<file path="config.mk">
export PLATFORM = sky130hd
export DESIGN_NAME = l2l_out
export DESIGN_NICKNAME = d
export VERILOG_FILES = /design/src/rtl/core/l2l_pkg.sv /design/src/rtl/core/l2l_out.sv
export SDC_FILE = /design/constraint.sdc
export NUM_CORES = 1
export LEC_CHECK = 0
export BUFFER_PORTS_ARGS = -buffer_cell sky130_fd_sc_hd__buf_2
export CORE_MARGIN = 2
export CORE_UTILIZATION = 45
export CTS_CLUSTER_SIZE = 20
export DETAILED_ROUTE_END_ITERATION = 6
export GPL_ROUTABILITY_DRIVEN = 0
export PLACE_DENSITY = 0.8
export SETUP_SLACK_MARGIN = 0.5
export SYNTH_ARGS = -nofsm -noshare
export SYNTH_HDL_FRONTEND = slang
export SYNTH_SLANG_ARGS = --single-unit
</file>
<file path="constraint.sdc">
create_clock -name clk -period 1.18 [get_ports clk]
set_clock_uncertainty 0.15 [all_clocks]
set_input_delay 0.118 -clock clk [delete_from_list [all_inputs] [get_ports clk]]
set_output_delay 0.118 -clock clk [all_outputs]
set_load 0.01 [all_outputs]
</file>
<file path="src/rtl/core/l2l_pkg.sv">
// shared constants, control struct and arctangent table for the lab to lch converter
package l2l_pkg;

	localparam int unsigned DEF_ITERATIONS      = 16;
	localparam int unsigned DEF_COMPONENT_WIDTH = 16;
	localparam int unsigned MAX_ITER            = 24;
	localparam int unsigned PRE_SHIFT           = 16;
	localparam int unsigned HUE_W               = 16;
	localparam int unsigned TURN_W              = 32;

	localparam logic [TURN_W-1:0] HALF_TURN  = 32'h8000_0000;
	localparam logic [TURN_W-1:0] HUE_ROUND  = 32'h0000_8000;

	// control bits that move with every sample
	typedef struct packed {
		logic valid;
		logic zero;
	} l2l_ctl_t;

	// atan(2^-i) as a fraction of a full turn, scaled by 2^32
	function automatic logic [TURN_W-1:0] turn_atan(input int unsigned i);
		logic [TURN_W-1:0] r;
		unique case (i)
			0:       r = 32'h2000_0000;
			1:       r = 32'h12E4_051E;
			2:       r = 32'h09FB_385B;
			3:       r = 32'h0511_11D4;
			4:       r = 32'h028B_0D43;
			5:       r = 32'h0145_D7E1;
			6:       r = 32'h00A2_F61E;
			7:       r = 32'h0051_7C55;
			8:       r = 32'h0028_BE53;
			9:       r = 32'h0014_5F2F;
			10:      r = 32'h000A_2F98;
			11:      r = 32'h0005_17CC;
			12:      r = 32'h0002_8BE6;
			13:      r = 32'h0001_45F3;
			14:      r = 32'h0000_A2FA;
			15:      r = 32'h0000_517D;
			16:      r = 32'h0000_28BE;
			17:      r = 32'h0000_145F;
			18:      r = 32'h0000_0A30;
			19:      r = 32'h0000_0518;
			20:      r = 32'h0000_028C;
			21:      r = 32'h0000_0146;
			22:      r = 32'h0000_00A3;
			23:      r = 32'h0000_0051;
			default: r = '0;
		endcase
		return r;
	endfunction

endpackage

</file>
<file path="src/rtl/core/l2l_out.sv">
// final rounding of chroma and hue into the output register
module l2l_out #(
	parameter int unsigned W = l2l_pkg::DEF_COMPONENT_WIDTH
) (
	input  logic                              clk,
	input  logic                              arst_n,
	input  logic                              en,
	input  l2l_pkg::l2l_ctl_t                 ctl_in,
	input  logic [W-1:0]                      light_in,
	input  logic [l2l_pkg::TURN_W-1:0]        z_in,
	input  logic [W:0]                        rem_in,
	input  logic [W-1:0]                      root_in,
	output logic                              out_valid,
	output logic [W-1:0]                      light_out,
	output logic [W-1:0]                      chroma_out,
	output logic [l2l_pkg::HUE_W-1:0]         hue_out
);
	import l2l_pkg::*;

	logic [TURN_W-1:0] z_rnd;
	logic              up;

	logic              valid_q;
	logic [W-1:0]      light_q;
	logic [W-1:0]      chroma_q;
	logic [HUE_W-1:0]  hue_q;

	always_comb begin
		z_rnd = z_in + HUE_ROUND;
		// round to nearest: remainder above the root means the upper neighbour is closer
		up    = rem_in > {1'b0, root_in};
	end

	always_ff @(posedge clk or negedge arst_n) begin
		if (!arst_n) begin
			valid_q <= 1'b0;
		end else if (en) begin
			valid_q <= ctl_in.valid;
		end
	end

	always_ff @(posedge clk) begin
		if (en) begin
			light_q  <= light_in;
			chroma_q <= root_in + W'(up);
			hue_q    <= ctl_in.zero ? '0 : z_rnd[TURN_W-1:TURN_W-HUE_W];
		end
	end

	assign out_valid  = valid_q;
	assign light_out  = light_q;
	assign chroma_out = chroma_q;
	assign hue_out    = hue_q;

endmodule

</file>
After elaboration in Yosys (flattened, before gate mapping):

Cells that the tools add are included.
Widths: inputs -> output; s select.

* register bits: 49
* input port bits: 86
* output and inout port bits: 49
* logic and storage cells: 7

* $add $sub $neg: 2
* $lt $le $gt $ge: 1

Operators with widths (count)
* $add 32x16->32 const B: 1
* $gt 17x16->1: 1
* $add 16x1->16: 1

Longest topological paths before layout:

* depth in word-level cells: 2
* depth in mapped cells: 12
* depth with buffers taken out: 11

Worst setup path after synthesis:

No wires, ideal clock.

* path kind: input -> register
* start point: input port root_in[12]
* end point: register chroma_q[10], in the netlist chroma_out[10], data pin
* library setup time: 0.258 ns
* data arrival time: 2.065 ns
* path slack: -1.292 ns
* stages: 12
* buffers on the path: 1
* cell sequence: inv_1 > ha_1 > nand2_1 > nor4b_1 > a21bo_2 > o22ai_1 > ha_1 > ha_1 > and3_1 > clkbuf_1 > nand4_1 > xnor2_1

* word-level cells in the longest chain between the ends: 2

Ends and longest elaborated chain
* start: declaration: line l2l_out.sv:12 `input logic [W-1:0] root_in,`
* $gt 17x16->1: line l2l_out.sv:31 `up = rem_in > {1'b0, root_in};`
* $add 16x1->16: line l2l_out.sv:45 `chroma_q <= root_in + W'(up);`
* end signal: assignment: line l2l_out.sv:45
* end: declaration: line l2l_out.sv:25 `logic [W-1:0] chroma_q;`

No other way between the ends.
A chain may end at the register's enable or synchronous reset.

Worst setup path after layout:

* start point: input port root_in[12]
* end point: register chroma_q[4], in the netlist chroma_out[4], data pin

Same word-level chain as after synthesis.

==> out/results.ini <==
[run_status]
status = finished, violations left
violations = hold timing, setup timing

[timing]
period_share_pct = 193
drv_slew = 0
whs_ps = -154
rsz0062_at_grt = yes
hold_viol_final = 18
timing.fmax_ghz = 0.440
setup_tns_ps = -15020
slew_headroom_pct = 79.2
setup_viol = 16
worstMarginPinSlew_ps = 311
fin_ws_ps = -1090
period_minus_slack_ps = 2270

[clocking]
cts-buffers-inserted = 5
cts.sink_count = 49
clkSlewWorstSetupHoldPaths_ps = 100
insertion_delay_ps = 290
tritoncts = yes
clock-root-buffer = clkbuf_8
clk_path_buf_depth = 2
htree_levels = 2
postCtsHoldBufs = 1

[global_routing]
track_usage_pct = 22.6
globalRouteOverflowTotal = 0
grt_max_degree = 17
grt_pass1_vias = 2363
grt_pass1_wl_mm = 10.9
antenna_found_initial = 0

[critical_path]
end_kind = flip-flop
required_ps = 1090
ff2ff_path_depth = 1
regToRegSetupSlack_ps = 270
path_max_fanout = 6
worstSetupPathType = in -> reg
max_stage_delay_ps = 260
arrival_ps = 2180
crit_path_frequent_cell = ha_4
r2r-end = out_valid$_DFFE_PN0P_
cp_top_family = compound AO/OA/AOI/OAI gates
crit_path_start_kind = primary input
slowest_stage = a311oi_2
critPathBufInv = 4
path_cells = buf_6 -> inv_4 -> ha_4 -> buf_4 -> a211oi_2 -> o211ai_1 -> a311oi_2 -> o22ai_2 -> ha_4 -> ha_4 -> and3_4 -> buf_4 -> xnor2_2
r2r_start = out_valid$_DFFE_PN0P_

[die]
die_width_um = 79.4
num_rows = 27
start_util_pct = 46.5
core_area_mm2 = 0.00551
die-area_mm2 = 0.00631
die_h_um = 79.4
num_io_pins = 135

[hold_path]
hold_depth = 1
holdCritPathClass = in -> reg
min_from = light_in[0]
min_to = light_out[0]$_DFFE_PP_

[layout]
fin_nets = 500
diodes = 0
syn2layout_area_growth_pct = 81.5
drive_above_1_share_pct = 67.9

[synthesis]
synth-edff-count = 48
synth_top_area_cell = edfxtp_1
synth-seq-cells = 49
yosysWarningCount = 0
yosys.area.top_type_share_pct = 56.3
netlist_area_mm2 = 0.00256
avgSynthCellArea_um2 = 12.5
synth.top_cells.by_count = edfxtp_1, ha_1, nor2_1
yosys.cell_count.top_type = edfxtp_1
postSynthCellCount = 204
syn_nets = 309
synth-main-ff-cell = edfxtp_1
yosysUniqueCellTypes = 33
synth_area_leaders = edfxtp_1, ha_1, xnor2_1
async_reset_ff_share_pct = 2.04
ys_seq_area_share_pct = 57.3

[power_and_ir_drop]
cellLeakagePower_nw = 1.99
irDropWorstVdd_v = 0.000678
power_density_mw_per_mm2 = 926

[detailed_routing]
drt-initial-drc-count = 109
vias = 2468
drt-total-wl_mm = 8.45
drcViolationCount = 0
dr.pass1.iters = 4
drt-vias-per-instance = 5.27
wl_per_cell_um = 18.0
ant_nets = 0

[placement]
post-dp-hpwl_mm = 4.90
io_buffers = 119

[flow_run]
max_cap_viol_count = 0

worst max-delay path by stage:
stage,from,to,slack (ps),cells past startpoint
2_1_floorplan,root_in[15],chroma_out[10]$_DFFE_PP_,-1130,12
3_3_place_gp,root_in[15],chroma_out[10]$_DFFE_PP_,-1440,12
3_5_place_dp,root_in[15],chroma_out[10]$_DFFE_PP_,-1520,12
4_1_cts,root_in[15],chroma_out[10]$_DFFE_PP_,-920,12
5_1_grt,root_in[8],chroma_out[14]$_DFFE_PP_,-1160,12
6_report,root_in[12],chroma_out[4]$_DFFE_PP_,-1090,13
per-layer routing:
| layer | track usage, % | vias to the layer above | wire (µm) |
|---|---|---|---|
| met1 | 25.0 | 1177 | 3080 |
| met2 | 41.6 | 140 | 4510 |
| met5 | 0 | - | 0 |
| met4 | 10.5 | 0 | 285 |
| li1 | - | 1120 | - |
| met3 | 4.07 | 31 | 568 |
cell usage in the layout, fill, tap and decap left out, types with 5 or more instances in the layout:
cell type | synthesis | final
nand3_2 | 2 | 10
nand4_1 | 9 | 9
edfxtp_1 | 48 | 48
inv_2 | 0 | 7
buf_4 | 0 | 55
and3_1 | 6 | 5
mux2_4 | 2 | 5
buf_2 | 0 | 84
xnor2_1 | 15 | 11
ha_4 | 0 | 15
buf_6 | 2 | 37
nor2_1 | 18 | 16
xor2_1 | 10 | 8
clkbuf_8 | 0 | 5
nor2b_1 | 5 | 5
where the power goes:
group | switching [mW] | internal [mW] | leakage, nW | total [mW]
registers | 0.0460 | 2.07 | 0.479 | 2.12
clock network | 0.563 | 0.416 | 0.0364 | 0.979
logic | 0.548 | 0.652 | 1.47 | 1.20
through the flow:
stage | instance area (µm²) | power, mW | std cells | setup WS (ps) | util (%)
after global placement | 3820 | 2.99 | 441 | -1440 | 69.3
after CTS | 4390 | 4.14 | 461 | -923 | 79.8
after detailed placement | 3820 | 3.02 | 441 | -1520 | 69.3
after floorplan | 2790 | 2.50 | 204 | -1130 | -
after global routing | 4640 | 4.47 | 468 | -1160 | 84.3
final | 4640 | 4.30 | 468 | -1090 | 84.3
sequential cells by signal (all words and copies together), names as in the netlist:
name	count
chroma_out	16
light_out	16
out_valid	1
hue_out	16
cell type report:
class,instances,area [µm²]
sequential,49,1470
timing repair buffer,188,1460
multi-input combinational,134,1450
fill,262,862
inverter,17,91.3
tap,72,90.1
clock buffer,5,68.8
clock inverter,3,22.5
kinds of logic after synthesis:
family / Yosys count / synth area share, %
AO/OA/AOI/OAI: 13 / 3.37
XOR/XNOR: 25 / 8.56
adder cells (fa/ha/maj): 19 / 9.29
buffers and inverters: 21 / 3.67
flip-flops: 49 / 57.3
multiplexers: 5 / 2.49
AND/OR/NAND/NOR: 72 / 15.3
repair_timing:
action | 4_1_cts | 5_1_grt
endpoints found under the hold margin | 18 | 18
gates resized for setup | 73 | 33
setup endpoints to repair | 108 | 116
buffers inserted | 10 | 6
cloned | 1 | 1
pin swaps | 38 | 30
Note: power is estimated with default switching activity, not from simulation.
