==> src/rtl/core/l2l_pkg.sv <==
// shared constants, control struct and arctangent table for the lab to lch converter
package l2l_pkg;

	localparam int unsigned DEF_ITERATIONS      = 16;
	localparam int unsigned DEF_COMPONENT_WIDTH = 16;
	localparam int unsigned MAX_ITER            = 24;
	localparam int unsigned PRE_SHIFT           = 16;
	localparam int unsigned HUE_W               = 16;
	localparam int unsigned TURN_W              = 32;

	localparam logic [TURN_W-1:0] HALF_TURN  = 32'h8000_0000;
	localparam logic [TURN_W-1:0] HUE_ROUND  = 32'h0000_8000;

	// control bits that move with every sample
	typedef struct packed {
		logic valid;
		logic zero;
	} l2l_ctl_t;

	// atan(2^-i) as a fraction of a full turn, scaled by 2^32
	function automatic logic [TURN_W-1:0] turn_atan(input int unsigned i);
		logic [TURN_W-1:0] r;
		unique case (i)
			0:       r = 32'h2000_0000;
			1:       r = 32'h12E4_051E;
			2:       r = 32'h09FB_385B;
			3:       r = 32'h0511_11D4;
			4:       r = 32'h028B_0D43;
			5:       r = 32'h0145_D7E1;
			6:       r = 32'h00A2_F61E;
			7:       r = 32'h0051_7C55;
			8:       r = 32'h0028_BE53;
			9:       r = 32'h0014_5F2F;
			10:      r = 32'h000A_2F98;
			11:      r = 32'h0005_17CC;
			12:      r = 32'h0002_8BE6;
			13:      r = 32'h0001_45F3;
			14:      r = 32'h0000_A2FA;
			15:      r = 32'h0000_517D;
			16:      r = 32'h0000_28BE;
			17:      r = 32'h0000_145F;
			18:      r = 32'h0000_0A30;
			19:      r = 32'h0000_0518;
			20:      r = 32'h0000_028C;
			21:      r = 32'h0000_0146;
			22:      r = 32'h0000_00A3;
			23:      r = 32'h0000_0051;
			default: r = '0;
		endcase
		return r;
	endfunction

endpackage

==> src/rtl/core/l2l_prep.sv <==
// input conditioning: half-plane fold, squares and their sum over two register stages
module l2l_prep #(
	parameter int unsigned W = l2l_pkg::DEF_COMPONENT_WIDTH
) (
	input  logic                                       clk,
	input  logic                                       arst_n,
	input  logic                                       en,
	input  logic                                       in_valid,
	input  logic [W-1:0]                               light_in,
	input  logic [W-1:0]                               a_in,
	input  logic [W-1:0]                               b_in,
	output l2l_pkg::l2l_ctl_t                          ctl_out,
	output logic [W-1:0]                               light_out,
	output logic signed [W+l2l_pkg::PRE_SHIFT+1:0]    x_out,
	output logic signed [W+l2l_pkg::PRE_SHIFT+1:0]    y_out,
	output logic [l2l_pkg::TURN_W-1:0]                 z_out,
	output logic [2*W-1:0]                             sum_out
);
	import l2l_pkg::*;

	localparam int unsigned XW = W + PRE_SHIFT + 2;

	logic signed [W-1:0]   a_sgn;
	logic signed [W-1:0]   b_sgn;
	logic signed [XW-1:0]  a_ext;
	logic signed [XW-1:0]  b_ext;
	logic signed [2*W-1:0] a_prod;
	logic signed [2*W-1:0] b_prod;
	logic                  neg;

	l2l_ctl_t              ctl_s1;
	logic [W-1:0]          light_s1;
	logic signed [XW-1:0]  x_s1;
	logic signed [XW-1:0]  y_s1;
	logic [TURN_W-1:0]     z_s1;
	logic [2*W-2:0]        a_sq_s1;
	logic [2*W-2:0]        b_sq_s1;

	l2l_ctl_t              ctl_s2;
	logic [W-1:0]          light_s2;
	logic signed [XW-1:0]  x_s2;
	logic signed [XW-1:0]  y_s2;
	logic [TURN_W-1:0]     z_s2;
	logic [2*W-1:0]        sum_s2;

	always_comb begin
		a_sgn  = a_in;
		b_sgn  = b_in;
		a_ext  = {{(XW-W){a_in[W-1]}}, a_in};
		b_ext  = {{(XW-W){b_in[W-1]}}, b_in};
		neg    = a_in[W-1];
		a_prod = a_sgn * a_sgn;
		b_prod = b_sgn * b_sgn;
	end

	always_ff @(posedge clk or negedge arst_n) begin
		if (!arst_n) begin
			ctl_s1 <= '0;
			ctl_s2 <= '0;
		end else if (en) begin
			ctl_s1.valid <= in_valid;
			ctl_s1.zero  <= (a_in == '0) && (b_in == '0);
			ctl_s2       <= ctl_s1;
		end
	end

	// left half plane: turn by half a turn before the rotations
	always_ff @(posedge clk) begin
		if (en) begin
			light_s1 <= light_in;
			x_s1     <= (neg ? -a_ext : a_ext) <<< PRE_SHIFT;
			y_s1     <= (neg ? -b_ext : b_ext) <<< PRE_SHIFT;
			z_s1     <= neg ? HALF_TURN : '0;
			a_sq_s1  <= a_prod[2*W-2:0];
			b_sq_s1  <= b_prod[2*W-2:0];
			light_s2 <= light_s1;
			x_s2     <= x_s1;
			y_s2     <= y_s1;
			z_s2     <= z_s1;
			sum_s2   <= {1'b0, a_sq_s1} + {1'b0, b_sq_s1};
		end
	end

	assign ctl_out   = ctl_s2;
	assign light_out = light_s2;
	assign x_out     = x_s2;
	assign y_out     = y_s2;
	assign z_out     = z_s2;
	assign sum_out   = sum_s2;

endmodule

==> config.mk <==
export PLATFORM = sky130hd
export DESIGN_NAME = l2l_prep
export DESIGN_NICKNAME = d
export VERILOG_FILES = /design/src/rtl/core/l2l_pkg.sv /design/src/rtl/core/l2l_prep.sv
export SDC_FILE = /design/constraint.sdc
export NUM_CORES = 1
export LEC_CHECK = 0
export ABC_AREA = 1
export BUFFER_PORTS_ARGS = -buffer_cell sky130_fd_sc_hd__buf_2
export CORE_MARGIN = 3
export CORE_UTILIZATION = 35
export CTS_BUF_LIST = sky130_fd_sc_hd__clkbuf_8
export CTS_CLUSTER_DIAMETER = 60
export DETAILED_ROUTE_END_ITERATION = 12
export SYNTH_ARGS = -nofsm -noshare
export SYNTH_HDL_FRONTEND = slang
export SYNTH_SLANG_ARGS = --single-unit
==> constraint.sdc <==
create_clock -name clk -period 1.6 [get_ports clk]
set_input_delay 0.08 -clock clk [delete_from_list [all_inputs] [get_ports clk]]
set_output_delay 0.08 -clock clk [all_outputs]
set_load 0.005 [all_outputs]
-- Yosys cells after proc, flatten, opt, wreduce, memory -nomap -nowiden
Index checks and enable logic that the tools add are counted.
Widths: inputs -> output; s select.
- $add $sub $neg: 3
- $mul: 2
- muxes and demuxes: 3
- reductions and logical operators: 3
- operators with widths (kind ; number):
    $mul 16x16->31 ; 2
    $neg 16->18 ; 2
    $add 31x31->32 ; 1
    $logic_not 16->1 ; 2
    $mux 32 ; 1
    $mux 18 ; 1
    $mux 15 ; 1
    $logic_and 1x1->1 ; 1
- flip-flop bits (word level): 266
- output and inout port bits: 150

-- Longest topological paths before layout
- word-level depth: 2
- gate-level depth with buffers: 29

-- Worst setup path after synthesis
No wires, ideal clock.
- kind: input to register
- start: input port a_in[15]
- end: register a_sq_s1[30] (data pin)
- setup time: 0.252 ns
- arrival: 5.124 ns
- data required time: 1.348 ns
- slack: -3.777 ns
- cell stages on the path: 23
- path buffers: 3
- cells stage by stage: clkbuf_2 buf_2 buf_2 nand2_1 fa_1 fa_1 inv_1 fa_1 fa_1 fa_1 inv_1 fa_1 inv_1 ha_1 nand2_1 nor2_1 nand2_1 nor3_1 nand2_1 inv_1 nor2_1 nand2_1 nand2_1
- cells in the longest elaborated chain, start to end: 1
- RTL lines (item ; line ; text):
    from (decl) ; l2l_prep.sv:10 ; input logic [W-1:0] a_in,
    $mul 16x16->31 ; l2l_prep.sv:52 ; a_prod = a_sgn * a_sgn;
    net a_prod[30] ; l2l_prep.sv:27 ; logic signed [2*W-1:0] a_prod;
    to (signal assigned) ; l2l_prep.sv:74 ; a_sq_s1 <= a_prod[2*W-2:0];
    to (decl) ; l2l_prep.sv:36 ; logic [2*W-2:0] a_sq_s1;
The timed path passes the listed nets, and every way through them passes these cells.
A chain may end at the register's enable or synchronous reset.

-- Worst setup path in the final report
- start: input port a_in[15]
- end: register a_sq_s1[28] (data pin)
The elaborated chain is that of the path after synthesis.

==> impl_metrics.py <==
metrics = {
    "status": {
        "outcome": "finished, violations left",
        "violations": "setup timing",
    },
    "finish": {
        "multiInputGateArea_um2": 22400,
        "regArea_um2": 5990,
        "num-nets-final": 4709,
        "final_util": 0.512,
        "final_cell_mix": "inv_1, nand2_1, buf_4",
        "fillers": 7106,
        "syn_to_final_growth_pct": 44.0,
        "layout_commonest_cell": "inv_1",
        "drive_above_1_share": 0.404,
    },
    "critical_path": {
        "cp-end-kind": "flop",
        "r2r-end": "sum_out[29]$_DFFE_PP_",
        "crit_arrival_ns": 4.92,
        "cp_max_fo": 6,
        "cp-start-kind": "primary input",
        "startpoint": "a_in[15]",
        "crit_required_ns": 1.97,
        "r2r_slack_ns": -0.47,
        "path_class": "primary input to flop",
        "regToRegStartpoint": "a_sq_s1[16]$_DFFE_PP_",
        "r2r_cells": 12,
    },
    "cts": {
        "cts.sinks": 200,
        "path_clk_slew_ns": 0.14,
        "tritoncts": "yes",
        "clk-insertion-delay-late_ns": 0.59,
        "cts_root_buffer": "clkbuf_8",
        "cts_buffers": 17,
        "htree_levels": 4,
        "clk_path_buf_depth": 2,
    },
    "detailed_routing": {
        "drtAntennaViolNets": 0,
        "initialDrtViolationCount": 1025,
        "drtPass1Iterations": 5,
        "drc": 0,
        "via_per_inst": 4.48,
        "wl_per_cell_um": 15.3,
        "vias": 22700,
        "wl_um": 77300,
    },
    "floorplanning": {
        "fp.dieH_um": 290,
        "die_area_um2": 84100,
        "initial_core_util": 0.356,
        "die_w_um": 290,
        "core-area_um2": 79400,
        "rows": 103,
        "ios": 202,
    },
    "hold_path": {
        "min_from": "a_in[9]",
        "hold_class": "primary input to flop",
        "min_path_cells": 4,
        "hold_path_end": "x_s1[25]$_DFFE_PP_",
    },
    "timing": {
        "rsz0062_at_grt": "yes",
        "setup_violations": 81,
        "min_period_ns": 4.56,
        "hold_violations": 0,
        "clock_skew_ns": 0.0292,
        "fmax_mhz": 219,
        "fin_ws_ns": -2.96,
        "timing.final.max_slew_violations": 0,
        "timing.final.crit_share": 2.85,
    },
    "synth": {
        "yosysWarnings": 0,
        "synth_seq_area_share": 0.212,
        "syn-cell-area_um2": 28200,
        "synth-edff-count": 196,
        "ys_types": 46,
        "synth_seq_cells": 200,
        "syn_inst": 3269,
        "async_reset_ff_frac": 0.0200,
        "synthFlopType": "edfxtp_1",
        "syn_area_per_cell_um2": 8.63,
    },
    "grt": {
        "grt_pass1_wl_um": 124000,
        "grt_max_degree": 41,
        "grt_antenna_before_repair": 1,
        "first_global_vias": 24000,
        "grt_usage": 0.185,
        "grt_overflow": 0,
    },
    "placement": {
        "gp_congestion": 0.886,
        "dp_hpwl_um": 62400,
        "buffer_ports.inserted": 138,
    },
    "run": {
        "drv_cap": 0,
    },
}
==> registers in the layout, summed over array words and instances, names as in the netlist <==
| name | cells |
|---|---|
| light_out | 16 |
| y_out | 18 |
| ctl_s1 | 2 |
| b_sq_s1 | 30 |
| light_s1 | 16 |
| y_s1 | 17 |
| sum_out | 32 |
| z_s1 | 1 |
| z_out | 1 |
| a_sq_s1 | 30 |
| x_s1 | 17 |
| ctl_out | 2 |
| x_out | 18 |
==> stage by stage <==
step	setup TNS [ns]	setup slack (ns)	cell area, um^2	cells	hold WS (ns)
5_1_grt	-149.86	-3.06	40700	5059	0.0276
3_5_place_dp	-190.16	-3.74	35100	4856	-0.107
4_1_cts	-137.52	-2.85	38400	4994	0.00393
2_1_floorplan	-149.55	-3.45	30600	3333	-0.216
6_report	-143.60	-2.96	40700	5059	0.0772
3_3_place_gp	-188.36	-3.68	35100	4856	-0.107
==> worst max-delay path, cell delays in order <==
cell and delay, ns:
buf_12 0.11, buf_12 0.13, buf_12 0.11, nand2_4 0.05, fa_1 0.52, fa_2 0.63, buf_4 0.15, buf_4 0.10
fa_2 0.43, fa_1 0.56, fa_1 0.43, fa_1 0.49, inv_1 0.06, ha_4 0.31, nand2_4 0.08, nor2_4 0.16
nand3_4 0.11, nor3_2 0.15, nand2_1 0.11, nand3_1 0.10, nand2_1 0.05
==> area by class of cell <==
cell class                 count  area share
clock inverter                15     0.00532
antenna                        1   0.0000616
timing repair buffer         776       0.170
sequential                   200       0.147
multi-input combinational   2064       0.552
tap                         1050      0.0323
clock buffer                  17     0.00576
inverter                     936      0.0878
==> cells by family after synthesis <==
logic type      after synthesis  synth area share
compound gates              144            0.0285
xor+xnor                     95            0.0295
fa+ha+maj                   662             0.415
mux                           1          0.000399
simple gates               1097             0.161
other cells                   1          0.000133
buf+inv                    1069             0.153
flops                       200             0.212
==> Yosys cell counts (all sizes together) (3+ instances only) <==
library cell,instances,area share
a31o,3,0.00093
nand2,766,0.10
nor3,26,0.0053
or2,4,0.00089
edfxtp,196,0.21
ha,204,0.090
xor2,88,0.027
nor2,145,0.022
clkbuf,30,0.0040
o21ai,37,0.0067
and2,5,0.0011
nand3b,5,0.0013
fa,458,0.32
o21bai,16,0.0044
a21o,3,0.00080
dfrtp,4,0.0035
a21oi,78,0.014
nand3,102,0.019
buf,103,0.024
nand4,41,0.0091
xnor2,7,0.0022
inv,934,0.12
a31oi,3,0.00066
==> routing by layer <==
metal | share of wire | track usage | vias up | routed length [um]
met5 | 0 | 0 | - | 0
li1 | - | - | 11000 | -
met1 | 0.43 | 0.238 | 11200 | 33300
met3 | 0.030 | 0.0208 | 92 | 2320
met4 | 0.019 | 0.0407 | 0 | 1490
met2 | 0.52 | 0.336 | 384 | 40200
==> what timing repair did <==
action | in CTS | in global routing
pin swaps | 263 | 308
cloned | 5 | 0
setup endpoints to repair | 80 | 81
endpoints found under the hold margin | 54 | 2
gates resized for setup | 490 | 484
buffers inserted | 69 | 68
hold buffers | 34 | 2
==> worst max path at each step <==
stage,end,slack [ns],cells past startpoint
finish,a_sq_s1[28]$_DFFE_PP_,-2.96,21
global route,a_sq_s1[28]$_DFFE_PP_,-3.06,21
CTS,a_sq_s1[30]$_DFFE_PP_,-2.85,25
detailed placement,a_sq_s1[22]$_DFFE_PP_,-3.74,21
global placement,a_sq_s1[22]$_DFFE_PP_,-3.68,21
floorplan,b_sq_s1[30]$_DFFE_PP_,-3.45,24
Power is left out: the tool's default activity adds up to more than one toggle a clock period on the data nets, which glitch-free logic cannot reach.
