$ cat src/rtl/core/l2l_pkg.sv
// shared constants, control struct and arctangent table for the lab to lch converter
package l2l_pkg;

	localparam int unsigned DEF_ITERATIONS      = 16;
	localparam int unsigned DEF_COMPONENT_WIDTH = 16;
	localparam int unsigned MAX_ITER            = 24;
	localparam int unsigned PRE_SHIFT           = 16;
	localparam int unsigned HUE_W               = 16;
	localparam int unsigned TURN_W              = 32;

	localparam logic [TURN_W-1:0] HALF_TURN  = 32'h8000_0000;
	localparam logic [TURN_W-1:0] HUE_ROUND  = 32'h0000_8000;

	// control bits that move with every sample
	typedef struct packed {
		logic valid;
		logic zero;
	} l2l_ctl_t;

	// atan(2^-i) as a fraction of a full turn, scaled by 2^32
	function automatic logic [TURN_W-1:0] turn_atan(input int unsigned i);
		logic [TURN_W-1:0] r;
		unique case (i)
			0:       r = 32'h2000_0000;
			1:       r = 32'h12E4_051E;
			2:       r = 32'h09FB_385B;
			3:       r = 32'h0511_11D4;
			4:       r = 32'h028B_0D43;
			5:       r = 32'h0145_D7E1;
			6:       r = 32'h00A2_F61E;
			7:       r = 32'h0051_7C55;
			8:       r = 32'h0028_BE53;
			9:       r = 32'h0014_5F2F;
			10:      r = 32'h000A_2F98;
			11:      r = 32'h0005_17CC;
			12:      r = 32'h0002_8BE6;
			13:      r = 32'h0001_45F3;
			14:      r = 32'h0000_A2FA;
			15:      r = 32'h0000_517D;
			16:      r = 32'h0000_28BE;
			17:      r = 32'h0000_145F;
			18:      r = 32'h0000_0A30;
			19:      r = 32'h0000_0518;
			20:      r = 32'h0000_028C;
			21:      r = 32'h0000_0146;
			22:      r = 32'h0000_00A3;
			23:      r = 32'h0000_0051;
			default: r = '0;
		endcase
		return r;
	endfunction

endpackage

$ cat src/rtl/core/l2l_stage.sv
// one pipeline step: a cordic micro-rotation and one digit of the square root
module l2l_stage #(
	parameter int unsigned W   = l2l_pkg::DEF_COMPONENT_WIDTH,
	parameter int unsigned N   = l2l_pkg::DEF_ITERATIONS,
	parameter int unsigned IDX = 0
) (
	input  logic                                     clk,
	input  logic                                     arst_n,
	input  logic                                     en,
	input  l2l_pkg::l2l_ctl_t                        ctl_in,
	input  logic [W-1:0]                             light_in,
	input  logic signed [W+l2l_pkg::PRE_SHIFT+1:0]  x_in,
	input  logic signed [W+l2l_pkg::PRE_SHIFT+1:0]  y_in,
	input  logic [l2l_pkg::TURN_W-1:0]               z_in,
	input  logic [2*W-1:0]                           rad_in,
	input  logic [W:0]                               rem_in,
	input  logic [W-1:0]                             root_in,
	output l2l_pkg::l2l_ctl_t                        ctl_out,
	output logic [W-1:0]                             light_out,
	output logic signed [W+l2l_pkg::PRE_SHIFT+1:0]  x_out,
	output logic signed [W+l2l_pkg::PRE_SHIFT+1:0]  y_out,
	output logic [l2l_pkg::TURN_W-1:0]               z_out,
	output logic [2*W-1:0]                           rad_out,
	output logic [W:0]                               rem_out,
	output logic [W-1:0]                             root_out
);
	import l2l_pkg::*;

	localparam int unsigned       XW   = W + PRE_SHIFT + 2;
	localparam logic [TURN_W-1:0] ATAN = turn_atan(IDX);

	logic signed [XW-1:0] xs;
	logic signed [XW-1:0] ys;
	logic signed [XW-1:0] x_nx;
	logic signed [XW-1:0] y_nx;
	logic [TURN_W-1:0]    z_nx;
	logic [W+2:0]         trial;
	logic [W+2:0]         tq;
	logic [W+2:0]         diff;
	logic [2*W-1:0]       rad_nx;
	logic [W:0]           rem_nx;
	logic [W-1:0]         root_nx;

	l2l_ctl_t             ctl_sn;
	logic [W-1:0]         light_sn;
	logic signed [XW-1:0] x_sn;
	logic signed [XW-1:0] y_sn;
	logic [TURN_W-1:0]    z_sn;
	logic [2*W-1:0]       rad_sn;
	logic [W:0]           rem_sn;
	logic [W-1:0]         root_sn;

	always_comb begin
		xs      = x_in >>> IDX;
		ys      = y_in >>> IDX;
		trial   = {rem_in, rad_in[2*W-1:2*W-2]};
		tq      = {1'b0, root_in, 2'b01};
		diff    = trial - tq;
		x_nx    = x_in;
		y_nx    = y_in;
		z_nx    = z_in;
		rad_nx  = rad_in;
		rem_nx  = rem_in;
		root_nx = root_in;
		// rotate towards the positive x axis
		if (IDX < N) begin
			if (!y_in[XW-1]) begin
				x_nx = x_in + ys;
				y_nx = y_in - xs;
				z_nx = z_in + ATAN;
			end else begin
				x_nx = x_in - ys;
				y_nx = y_in + xs;
				z_nx = z_in - ATAN;
			end
		end
		// restoring root digit, two radicand bits a step
		if (IDX < W) begin
			rad_nx = {rad_in[2*W-3:0], 2'b00};
			if (trial >= tq) begin
				rem_nx  = diff[W:0];
				root_nx = {root_in[W-2:0], 1'b1};
			end else begin
				rem_nx  = trial[W:0];
				root_nx = {root_in[W-2:0], 1'b0};
			end
		end
	end

	always_ff @(posedge clk or negedge arst_n) begin
		if (!arst_n) begin
			ctl_sn <= '0;
		end else if (en) begin
			ctl_sn <= ctl_in;
		end
	end

	always_ff @(posedge clk) begin
		if (en) begin
			light_sn <= light_in;
			x_sn     <= x_nx;
			y_sn     <= y_nx;
			z_sn     <= z_nx;
			rad_sn   <= rad_nx;
			rem_sn   <= rem_nx;
			root_sn  <= root_nx;
		end
	end

	assign ctl_out   = ctl_sn;
	assign light_out = light_sn;
	assign x_out     = x_sn;
	assign y_out     = y_sn;
	assign z_out     = z_sn;
	assign rad_out   = rad_sn;
	assign rem_out   = rem_sn;
	assign root_out  = root_sn;

endmodule

$ cat config.mk
export PLATFORM = sky130hd
export DESIGN_NAME = l2l_stage
export DESIGN_NICKNAME = d
export VERILOG_FILES = /design/src/rtl/core/l2l_pkg.sv /design/src/rtl/core/l2l_stage.sv
export SDC_FILE = /design/constraint.sdc
export NUM_CORES = 1
export LEC_CHECK = 0
export BUFFER_PORTS_ARGS = -buffer_cell sky130_fd_sc_hd__buf_2
export CORE_MARGIN = 2
export CORE_UTILIZATION = 57
export CTS_CLUSTER_SIZE = 24
export DETAILED_ROUTE_END_ITERATION = 10
export PLACE_DENSITY = 0.91
export SLEW_MARGIN = 5
export SYNTH_ARGS = -nofsm -noshare
export SYNTH_HDL_FRONTEND = slang
export SYNTH_SLANG_ARGS = --single-unit
$ cat constraint.sdc
create_clock -name clk -period 1.7 [get_ports clk]
set_clock_uncertainty 0.15 [all_clocks]
set_input_delay 0.34 -clock clk [delete_from_list [all_inputs] [get_ports clk]]
set_output_delay 0.34 -clock clk [all_outputs]
set_load 0.005 [all_outputs]
==> results of run 1 <==
kinds of logic after synthesis:
group                    after synthesis
buffers and inverters                181
XOR/XNOR                              79
other                                  1
multiplexers                          14
adder cells (fa/ha/maj)              121
AO/OA/AOI/OAI                        394
flip-flops                           180
AND/OR/NAND/NOR                      266
stage by stage:
stage	hold WS (ps)	instances
after floorplan	-105.6	1237
after global placement	-22.97	2223
after detailed placement	-15.66	2223
synth_stat cells (18+ instances only):
cell | n | area share [%]
clkbuf_1 | 25 | 0.77
o21bai_1 | 18 | 1.1
o21ai_0 | 97 | 4.0
nor2_1 | 89 | 2.7
nand2_1 | 62 | 1.9
nand3_1 | 25 | 1.0
a21oi_1 | 132 | 5.4
edfxtp_1 | 178 | 44
inv_1 | 130 | 4.0
xnor2_1 | 64 | 4.6
ha_1 | 117 | 12
a211oi_1 | 22 | 1.4
a21o_1 | 23 | 1.4
nor3_1 | 20 | 0.82
==> metrics.csv, run 1 <==
metric,value,unit
ios,369,
synth_edf_count,178,
synth_xor_area_share,5.664,%
cts_setup_buffers,36,
cts_resized,277,
dp_hpwl,41660,um
error,[ERROR DPL-0033] detailed placement checks failed during check placement.,
synth_mux_area_share,1.198,%
synth_compound_area_share,20.36,%
ys_ff_latch,180,
synth_ff_type,edfxtp_1,
initial_core_util,58.11,%
synth_cell_type_count,69,
cts.sinks,180,
die_y,150.4,um
syn_avg_cell_area,9.883,um^2
syn-cell-area,12220,um^2
cts-root-buf,clkbuf_16,
place_area,17920,um^2
io_buffers,366,
rows,53,
numCtsBuffers,17,
haltStage,clock tree synthesis (4_1_cts),
synth_top_family_by_area,compound AO/OA/AOI/OAI gates,
synthAdderAreaFrac,12.64,%
syn_inst,1236,
synth-warning-count,0,
synth-async-reset-ratio,1.111,%
ctsHoldBuffers,80,
post-place-ws,-1813,ps
status,aborted with a tool error,
gp_congestion,1.094,
synth_seq_area_share,44.17,%
cts_max_path_buffers,2,
htreeDepth,4,
synth-simple-area-share,10.14,%
fp.dieW,150.4,um
==> run 2, diff against run 1 <==
--- a/config.mk
+++ b/config.mk
@@ -7,10 +7,9 @@
 export LEC_CHECK = 0
 export BUFFER_PORTS_ARGS = -buffer_cell sky130_fd_sc_hd__buf_2
 export CORE_MARGIN = 2
-export CORE_UTILIZATION = 57
-export CTS_CLUSTER_SIZE = 24
+export CORE_UTILIZATION = 40
 export DETAILED_ROUTE_END_ITERATION = 10
-export PLACE_DENSITY = 0.91
+export PLACE_DENSITY_LB_ADDON = 0.15
 export SLEW_MARGIN = 5
 export SYNTH_ARGS = -nofsm -noshare
 export SYNTH_HDL_FRONTEND = slang
==> run 2 against run 1 <==
Net effect: the flow now finishes, with violations (setup timing); synthesized area unchanged; synthesized cell count unchanged.
==> metrics.csv, run 2 <==
metric,value,unit,change
status,"finished, violations left",,was aborted with a tool error
violations,setup timing,,
cp-startpoint,y_in[0],,
hold_path_depth,2,,
cp_num_cells,14,,
end_kind,flip-flop,,
die_y,178.8,um,was 150.4 um
p_leak,9.734,nW,
synth_largest_area_cell,edfxtp_1,,unchanged
firstDrtPassIters,5,,
r2r_setup_slack,800,ps,
critPathTopFamily,compound AO/OA/AOI/OAI gates,,
clk_pin_slew,70,ps,
netlist_top_cells_area,"edfxtp_1 (44%), ha_1 (12%), a21oi_1 (5.4%), xnor2_1 (4.6%), inv_1 (4.0%)",,unchanged
area_growth,76.04,%,
fin_nets,2434,,
period_needed,2901,ps,
cts-root-buf,clkbuf_16,,unchanged
grt_setup_unrepaired,true,,
dp_hpwl,37030,um,was 41660 um
synth-warning-count,0,,unchanged
drt-total-wl,49150,um,
cpMostUsedCell,a31o_1,,
path_class,in2reg,,
worstHoldStart,root_in[2],,
ant_nets,0,,
r2r-start,ctl_out[1],,
clk-insertion-delay-late,440,ps,
crit_fanout,4,,
grt_pass1_vias,13200,,
syn_avg_cell_area,9.883,um^2,unchanged
syn-cell-area,12220,um^2,unchanged
hold_viol,0,,
core_area,29870,um^2,
utilization,71.98,%,
overflow,0,,
drt_iter0_drc,956,,
wl_per_cell,19.42,um,
cp.required,1740,ps,
fp.dieArea,31950,um^2,
power.density,752.4,nW/um^2,
finalSetupViolCount,78,,
largest_reg_flops,34,,
grtUsageTotal,29.46,%,
peakVddDrop,0.0006190,V,
nFillCells,2150,,
synth_ff_type,edfxtp_1,,unchanged
start_kind,input port,,
max_stage_delay,390,ps,
grt_start_max_net_pins,55,,
initial_core_util,40.89,%,was 58.11%
syn_inst,1236,,unchanged
period_share,170.7,%,
fmax,344.7,MHz,
vias,13230,,
synth-async-reset-ratio,1.111,%,unchanged
cts_tree,yes,,
setup_ws,-1201,ps,
grt_pass1_wl,71620,um,
critPathBufInv,3,,
power,16.18,mW,
cp_cell_sequence,buf_12 -> buf_6 -> ha_4 -> fa_2 -> nor2b_4 -> o311ai_4 -> a211oi_4 -> buf_4 -> o31a_1 -> a31o_1 -> a31o_1 -> o21ai_4 -> o221ai_2 -> xnor2_1,,
worstSetupEndpoint,y_out[32],,
fp.dieW,178.8,um,was 150.4 um
gp_congestion,0.9129,,was 1.094
rows,63,,was 53
synth_seq_area_share,44.17,%,unchanged
synth_common_cells,"edfxtp_1 (178), a21oi_1 (132), inv_1 (130)",,unchanged
synth_top_area_share,43.76,%,unchanged
cts.sinks,180,,unchanged
htreeDepth,4,,unchanged
synth_edf_count,178,,unchanged
arrival,2940,ps,
numCtsBuffers,17,,unchanged
synth_cell_type_count,69,,unchanged
drcViolationCount,0,,
final_cell_mix,"buf_4 (441), buf_2 (349), edfxtp_1 (178)",,
synth.most_common_cell,edfxtp_1,,unchanged
ios,369,,unchanged
cp_slowest_cell,o311ai_4,,
tightest_slew,544.4,ps,
ys_ff_latch,180,,unchanged
layout_commonest_cell,buf_4,,
maxCapViolations,0,,
r2r-end,ctl_out[1],,
layout-drive-gt1-share,53.88,%,
antenna_found_initial,1,,
io_buffers,366,,unchanged
cts_max_path_buffers,2,,unchanged
slew_violations,0,,
hp-class,in2reg,,
rr_worst_depth,1,,
slew_headroom,62.77,%,
vias_per_cell,5.226,,
## run 2: worst min-delay path by stage
stage / end / slack (ps)
final: root_out[3] / 20
after global routing: root_out[3] / 0.4
after CTS: root_out[3] / 8
after detailed placement: ctl_out[1] / -20
after global placement: ctl_out[0] / -20
after floorplan: ctl_out[0] / -110
## run 2: area by class of cell
cell class,instances,area [um^2],area share [%]
Timing Repair Buffer,920,6526,30.35
Tap cell,390,488.0,2.269
Multi-Input combinational cell,876,7908,36.77
Clock inverter,15,210.2,0.9775
Clock buffer,17,425.4,1.978
Antenna cell,1,2.502,0.01164
Inverter,132,549.3,2.554
Sequential cell,180,5395,25.09
## run 2: cells by family after synthesis
family,after synthesis,share of synthesized area [%]
XOR/XNOR,79,5.664
adder cells (fa/ha/maj),121,12.64
buffers and inverters,181,5.797
AND/OR/NAND/NOR,266,10.14
flip-flops,180,44.17
other,1,0.03070
multiplexers,14,1.198
AO/OA/AOI/OAI,394,20.36
## run 2: through the flow
step | area, um^2 | cells | TNS (ps) | hold slack (ps) | worst slack [ps]
4_1_cts | 21160 | 2527 | -55310 | 8.059 | -1073
5_1_grt | 21500 | 2531 | -67680 | 0.4008 | -1228
3_3_place_gp | 18310 | 2373 | -98910 | -23.22 | -1643
3_5_place_dp | 18310 | 2373 | -100960 | -20.29 | -1657
2_1_floorplan | 13030 | 1237 | -62390 | -105.6 | -1224
6_report | 21500 | 2531 | -63360 | 21.70 | -1201
## run 2: routing by layer
layer  vias up  share of wire [%]  track usage [%]
met3       111                6.2            3.902
li1       6264                  -                -
met2       528                 50            51.87
met1      6323                 39            35.54
met5         -                  0                0
met4         0                4.7            14.09
## run 2: timing repair
action / 4_1_cts / 5_1_grt
setup buffers: 44 / 19
endpoints found under the hold margin: 82 / 0
resized for setup: 241 / 76
hold buffers: 81 / 0
pin swaps: 107 / 43
endpoints found under the setup margin: 78 / 80
cloned: 2 / 0
## run 2: power breakdown
group	switching (mW)	internal (mW)
logic	3.15	3.15
registers	0.168	5.56
clock network	2.01	2.14
No activity file was read; power rests on OpenSTA's default activity.
==> run 3, diff against run 2 <==
--- a/config.mk
+++ b/config.mk
@@ -7,7 +7,7 @@
 export LEC_CHECK = 0
 export BUFFER_PORTS_ARGS = -buffer_cell sky130_fd_sc_hd__buf_2
 export CORE_MARGIN = 2
-export CORE_UTILIZATION = 40
+export CORE_UTILIZATION = 35
 export DETAILED_ROUTE_END_ITERATION = 10
 export PLACE_DENSITY_LB_ADDON = 0.15
 export SLEW_MARGIN = 5
==> run 3 against run 2 <==
Net effect: the flow still finishes with violations (setup timing); largest cell class unchanged; count of clock-buffer cells in the layout unchanged; critical path type unchanged; worst setup slack improved by 210 ps; sequential cell count unchanged; non-clock buffer count increased by 11; highest routed layer unchanged.
==> metrics.csv, run 3 (synthesis gave the netlist of run 2 again) <==
metric,value,unit,change
firstDrtPassIters,5,,unchanged
core_area,34460,um^2,was 29870 um^2
final_cell_mix,"buf_4 (433), buf_2 (346), edfxtp_1 (178)",,"was buf_4 (441), buf_2 (349), edfxtp_1 (178)"
swShare,32.88,%,was 32.95%
wl_per_cell,18.45,um,was 19.42 um
comb_power_share,39.3,%,was 38.9%
power.density,734.0,nW/um^2,was 752.4 nW/um^2
clock_power_share,24.5,%,was 25.7%
clk-insertion-delay-late,450,ps,was 440 ps
dp_hpwl,37460,um,was 37030 um
r2r-end,ctl_out[1],,unchanged
holdPathEnd,root_out[14],,was root_out[3]
largest_reg_flops,34,,unchanged
utilization,62.80,%,was 71.98%
period_share,158.4,%,was 170.7%
rows,68,,was 63
internal-power,10.66,mW,was 10.85 mW
cts-root-buf,clkbuf_16,,unchanged
highest_layer,met4,,unchanged
area_growth,77.14,%,was 76.04%
tightest_slew,537.6,ps,was 544.4 ps
drcViolationCount,0,,unchanged
antenna_found_initial,0,,was 1
slew_headroom,64.16,%,was 62.77%
numCtsBuffers,17,,unchanged
grt_start_max_net_pins,59,,was 55
hold_viol,0,,unchanged
io_buffers,366,,unchanged
initial_core_util,35.45,%,was 40.89%
setup_ws,-993.0,ps,was -1201 ps
dp.cells,2440,,was 2373
status,"finished, violations left",,unchanged
start_kind,input port,,unchanged
switchingPower,5.223,mW,was 5.332 mW
layout-drive-gt1-share,54.02,%,was 53.88%
peakVddDrop,0.0007393,V,was 0.0006190 V
worstHoldStart,root_in[13],,was root_in[2]
hp-class,in2reg,,unchanged
period_needed,2693,ps,was 2901 ps
cts_tree,yes,,unchanged
clk_pin_slew,70,ps,about the same
fin_hold_ws,21.80,ps,was 21.70 ps
layout_commonest_cell,buf_4,,unchanged
hold_path_depth,2,,unchanged
fp.dieArea,36410,um^2,was 31950 um^2
cts_max_path_buffers,2,,unchanged
violations,setup timing,,unchanged
cp.required,1750,ps,was 1740 ps
vias_per_cell,4.987,,was 5.226
setup_tns,-54290,ps,was -63360 ps
end_kind,flip-flop,,unchanged
met1_length,19890,um,was 19240 um
arrival,2740,ps,was 2940 ps
overflow,0,,unchanged
fin_cells,2606,,was 2531
cts.sinks,180,,unchanged
vias,13000,,was 13230
gp_congestion,0.9074,,was 0.9129
ant_nets,0,,unchanged
grt_setup_unrepaired,true,,unchanged
grt_pass1_vias,12980,,was 13200
p_leak,9.789,nW,was 9.734 nW
ios,369,,unchanged
drt_iter0_drc,638,,was 956
drt-total-wl,48080,um,was 49150 um
die_y,190.8,um,was 178.8 um
fp.dieW,190.8,um,was 178.8 um
fin_nets,2445,,was 2434
nFillCells,2837,,was 2150
slew_violations,0,,unchanged
fmax,371.3,MHz,was 344.7 MHz
htreeDepth,4,,unchanged
maxCapViolations,0,,unchanged
rr_worst_depth,1,,unchanged
dr_wl_met2,24140,um,was 24530 um
pwr-share-seq,36.2,%,was 35.4%
finalSetupViolCount,74,,was 78
r2r-start,ctl_out[1],,unchanged
r2r_setup_slack,800,ps,about the same
met3WireLength,2316,um,was 3066 um
diodes,0,,was 1
crit_fanout,4,,unchanged
grtUsageTotal,25.35,%,was 29.46%
path_class,in2reg,,unchanged
grt_pass1_wl,71010,um,was 71620 um
run 3: critical path, stage by stage:
cell and delay, ps:
buf_12 120, ha_4 160, fa_2 360, nor2b_4 150, o311ai_4 320, a211oi_4 140
o31a_1 350, a31o_1 210, a31o_1 210, o21ai_4 110, o221ai_2 130, xnor2_1 140
run 3: repair_timing:
item                                    in CTS  in global routing
gates cloned                                 1                  0
resized for setup                          187                153
hold buffers                                91                  0
hold endpoints to repair                    92                  0
pin swaps                                   95                 92
endpoints found under the setup margin      77                 78
setup buffers                               33                 27
run 3: routing by layer:
layer  up-vias  track usage, %
li1       6275               -
met2       397           44.91
met4         0           9.988
met3        91           3.202
met5         -               0
met1      6234           31.18
run 3: cell type report:
class                   instances  area, um^2  area share, %
multi-input cells             876        7859          36.32
repair buffers                931        6688          30.91
flip-flops and latches        180        5395          24.93
well taps                     455       569.3          2.631
inverters                     132       558.0          2.579
clock buffers                  17       425.4          1.966
clock inverters                15       143.9         0.6650
run 3: how the worst max path moves through the flow:
stage	start	endpoint	slack, ps	depth (start not counted)
2_1_floorplan	rem_in[2]	rem_out[12]	-1220	10
3_3_place_gp	y_in[0]	y_out[30]	-1620	13
3_5_place_dp	y_in[0]	y_out[32]	-1630	14
4_1_cts	y_in[0]	x_out[32]	-970	12
5_1_grt	y_in[0]	x_out[32]	-1060	12
6_report	y_in[0]	x_out[32]	-990	12
run 3: power by group through the flow:
stage          logic [mW]  registers [mW]  clock network, mW
3_3_place_gp         5.15            5.83                  0
2_1_floorplan        2.32            5.87                  0
3_5_place_dp         5.19            5.84                  0
6_report             6.24            5.74               3.90
4_1_cts              5.84            5.74               3.95
5_1_grt              6.69            5.79               4.12
run 3: through the flow:
stage | area [um^2] | power, mW | setup WS (ps)
3_3_place_gp | 18420 | 10.98 | -1620
2_1_floorplan | 13030 | 8.193 | -1224
6_report | 21640 | 15.88 | -993.0
4_1_cts | 20870 | 15.53 | -966.2
5_1_grt | 21640 | 16.60 | -1060
3_5_place_dp | 18420 | 11.03 | -1627
==> run 4, diff against run 3 <==
--- a/config.mk
+++ b/config.mk
@@ -6,6 +6,7 @@
 export NUM_CORES = 1
 export LEC_CHECK = 0
 export BUFFER_PORTS_ARGS = -buffer_cell sky130_fd_sc_hd__buf_2
+export CORE_ASPECT_RATIO = 1.4
 export CORE_MARGIN = 2
 export CORE_UTILIZATION = 35
 export DETAILED_ROUTE_END_ITERATION = 10
==> run 4 against run 3 <==
Net effect: the run still ends with setup timing left; sequential share of layout area is 0.56 points lower; combinational power is 3.7% higher; design area is 2.3% higher; critical path depth stayed put; global-route usage is 0.41 points higher; critical endpoint is now y_out[32]; via count is 0.71% higher; die area hardly changed; utilization is 1.1 points higher; first-iteration DRC count is 17% higher; worst hold slack better by 10 ps.
==> metrics.csv, run 4 (synthesis gave the netlist of run 2 again) <==
metric,value,unit,change
setup_ws,-1113,ps,was -993.0 ps
ios,369,,unchanged
hp-class,in2reg,,unchanged
area_growth,81.18,%,was 77.14%
drt_iter0_drc,748,,was 638
fin_nets,2458,,was 2445
layout-drive-gt1-share,55.13,%,was 54.02%
gp_congestion,0.9754,,was 0.9074
end_kind,flip-flop,,unchanged
drt-total-wl,48380,um,was 48080 um
grt_pass1_vias,13660,,was 12980
cts.sinks,180,,unchanged
setup_tns,-57920,ps,was -54290 ps
fp.dieW,161.9,um,was 190.8 um
finalSetupViolCount,77,,was 74
layout_commonest_cell,buf_4,,unchanged
period_share,165.4,%,was 158.4%
slew_violations,0,,unchanged
numCtsBuffers,17,,unchanged
largest_reg_flops,34,,unchanged
status,"finished, violations left",,unchanged
tightest_slew,647.2,ps,was 537.6 ps
peakVddDrop,0.0005039,V,was 0.0007393 V
cts_max_path_buffers,2,,unchanged
crit_fanout,4,,unchanged
start_kind,input port,,unchanged
final_cell_mix,"buf_4 (426), buf_2 (343), edfxtp_1 (178)",,"was buf_4 (433), buf_2 (346), edfxtp_1 (178)"
grt_pass1_wl,72430,um,was 71010 um
violations,setup timing,,unchanged
vias_per_cell,4.982,,was 4.987
ant_nets,0,,unchanged
p_leak,9.933,nW,was 9.789 nW
fin_hold_ws,31.85,ps,was 21.80 ps
drcViolationCount,0,,unchanged
antenna_found_initial,6,,was 0
dp_hpwl,37600,um,was 37460 um
vias,13090,,was 13000
firstDrtPassIters,6,,was 5
core_area,34660,um^2,was 34460 um^2
overflow,0,,unchanged
clk_pin_slew,80,ps,was 70 ps
fp.dieArea,36430,um^2,was 36410 um^2
initial_core_util,35.24,%,was 35.45%
slew_headroom,56.85,%,was 64.16%
period_needed,2813,ps,was 2693 ps
power.density,732.5,nW/um^2,was 734.0 nW/um^2
wl_per_cell,18.42,um,was 18.45 um
grtUsageTotal,25.76,%,was 25.35%
nFillCells,2840,,was 2837
cp.required,1740,ps,was 1750 ps
path_class,in2reg,,unchanged
grt_setup_unrepaired,true,,unchanged
hold_viol,0,,unchanged
io_buffers,366,,unchanged
cts-root-buf,clkbuf_16,,unchanged
grt_start_max_net_pins,55,,was 59
rows,81,,was 68
htreeDepth,4,,unchanged
arrival,2860,ps,was 2740 ps
maxCapViolations,0,,unchanged
fmax,355.5,MHz,was 371.3 MHz
die_y,225.0,um,was 190.8 um
cts_tree,yes,,unchanged
clk-insertion-delay-late,440,ps,was 450 ps
-- run 4: path summary, 6_finish.rpt --
kind | slack [ps] | cells past startpoint | end | startpoint
max | -1110 | 12 | y_out[32] | x_in[22]
min | 30 | 3 | rem_out[14] | rem_in[12]
max reg2reg | 790 | 1 | ctl_out[0] | ctl_out[0]
min reg2reg | 360 | 1 | ctl_out[1] | ctl_out[1]
max in group asynchronous | 1250 | 2 | ctl_out[1] | arst_n
min in group asynchronous | 50 | 2 | ctl_out[0] | arst_n
-- run 4: cell type report --
cell class | instances | area, um^2 | share of cell area [%]
Tap cell | 456 | 570.5 | 2.578
Antenna cell | 7 | 17.52 | 0.07915
Multi-Input combinational cell | 876 | 8066 | 36.45
Timing Repair Buffer | 944 | 6940 | 31.36
Inverter | 132 | 561.8 | 2.538
Clock buffer | 18 | 429.2 | 1.939
Sequential cell | 180 | 5395 | 24.38
Clock inverter | 14 | 151.4 | 0.6840
-- run 4: worst max-delay path, stage by stage --
cell      delay (ps)
buf_2             90
inv_1             40
ha_1             290
or3_1            500
buf_4            180
nor2_1           340
a221o_1          340
a31o_1           180
a31o_1           210
o21ai_4           90
o221ai_2         150
xnor2_1          100
-- run 4: power breakdown --
part / total [mW] / internal, mW / switching, mW
Clock: 4.02 / 1.98 / 2.04
Combinational: 6.47 / 3.33 / 3.15
Sequential: 5.72 / 5.56 / 0.161
-- run 4: metal layers --
layer  track usage (%)  part of all wire, %  vias up
met5                 0                    0        -
met4             13.62                  5.0        0
met3             3.515                  4.7      126
met2             50.35                   55      458
met1             26.12                   36     6192
li1                  -                    -     6313
-- run 4: timing repair --
action	CTS	global route
buffers inserted	50	28
resized for setup	282	121
hold buffers	93	0
hold endpoints to repair	94	0
setup endpoints to repair	78	78
cloned	1	0
pin swaps	148	92
-- run 4: stage by stage --
step                      util (%)  setup WS (ps)  area, um^2  power [mW]  instances
final                        63.85          -1113       22130       16.21       2627
after global routing         63.85          -1170       22130       16.97       2626
after CTS                    61.78          -1089       21410       15.93       2598
after detailed placement     52.89          -1691       18330       11.00       2429
after global placement       52.89          -1635       18330       10.97       2429
after floorplan                  -          -1224       13030       8.193       1237
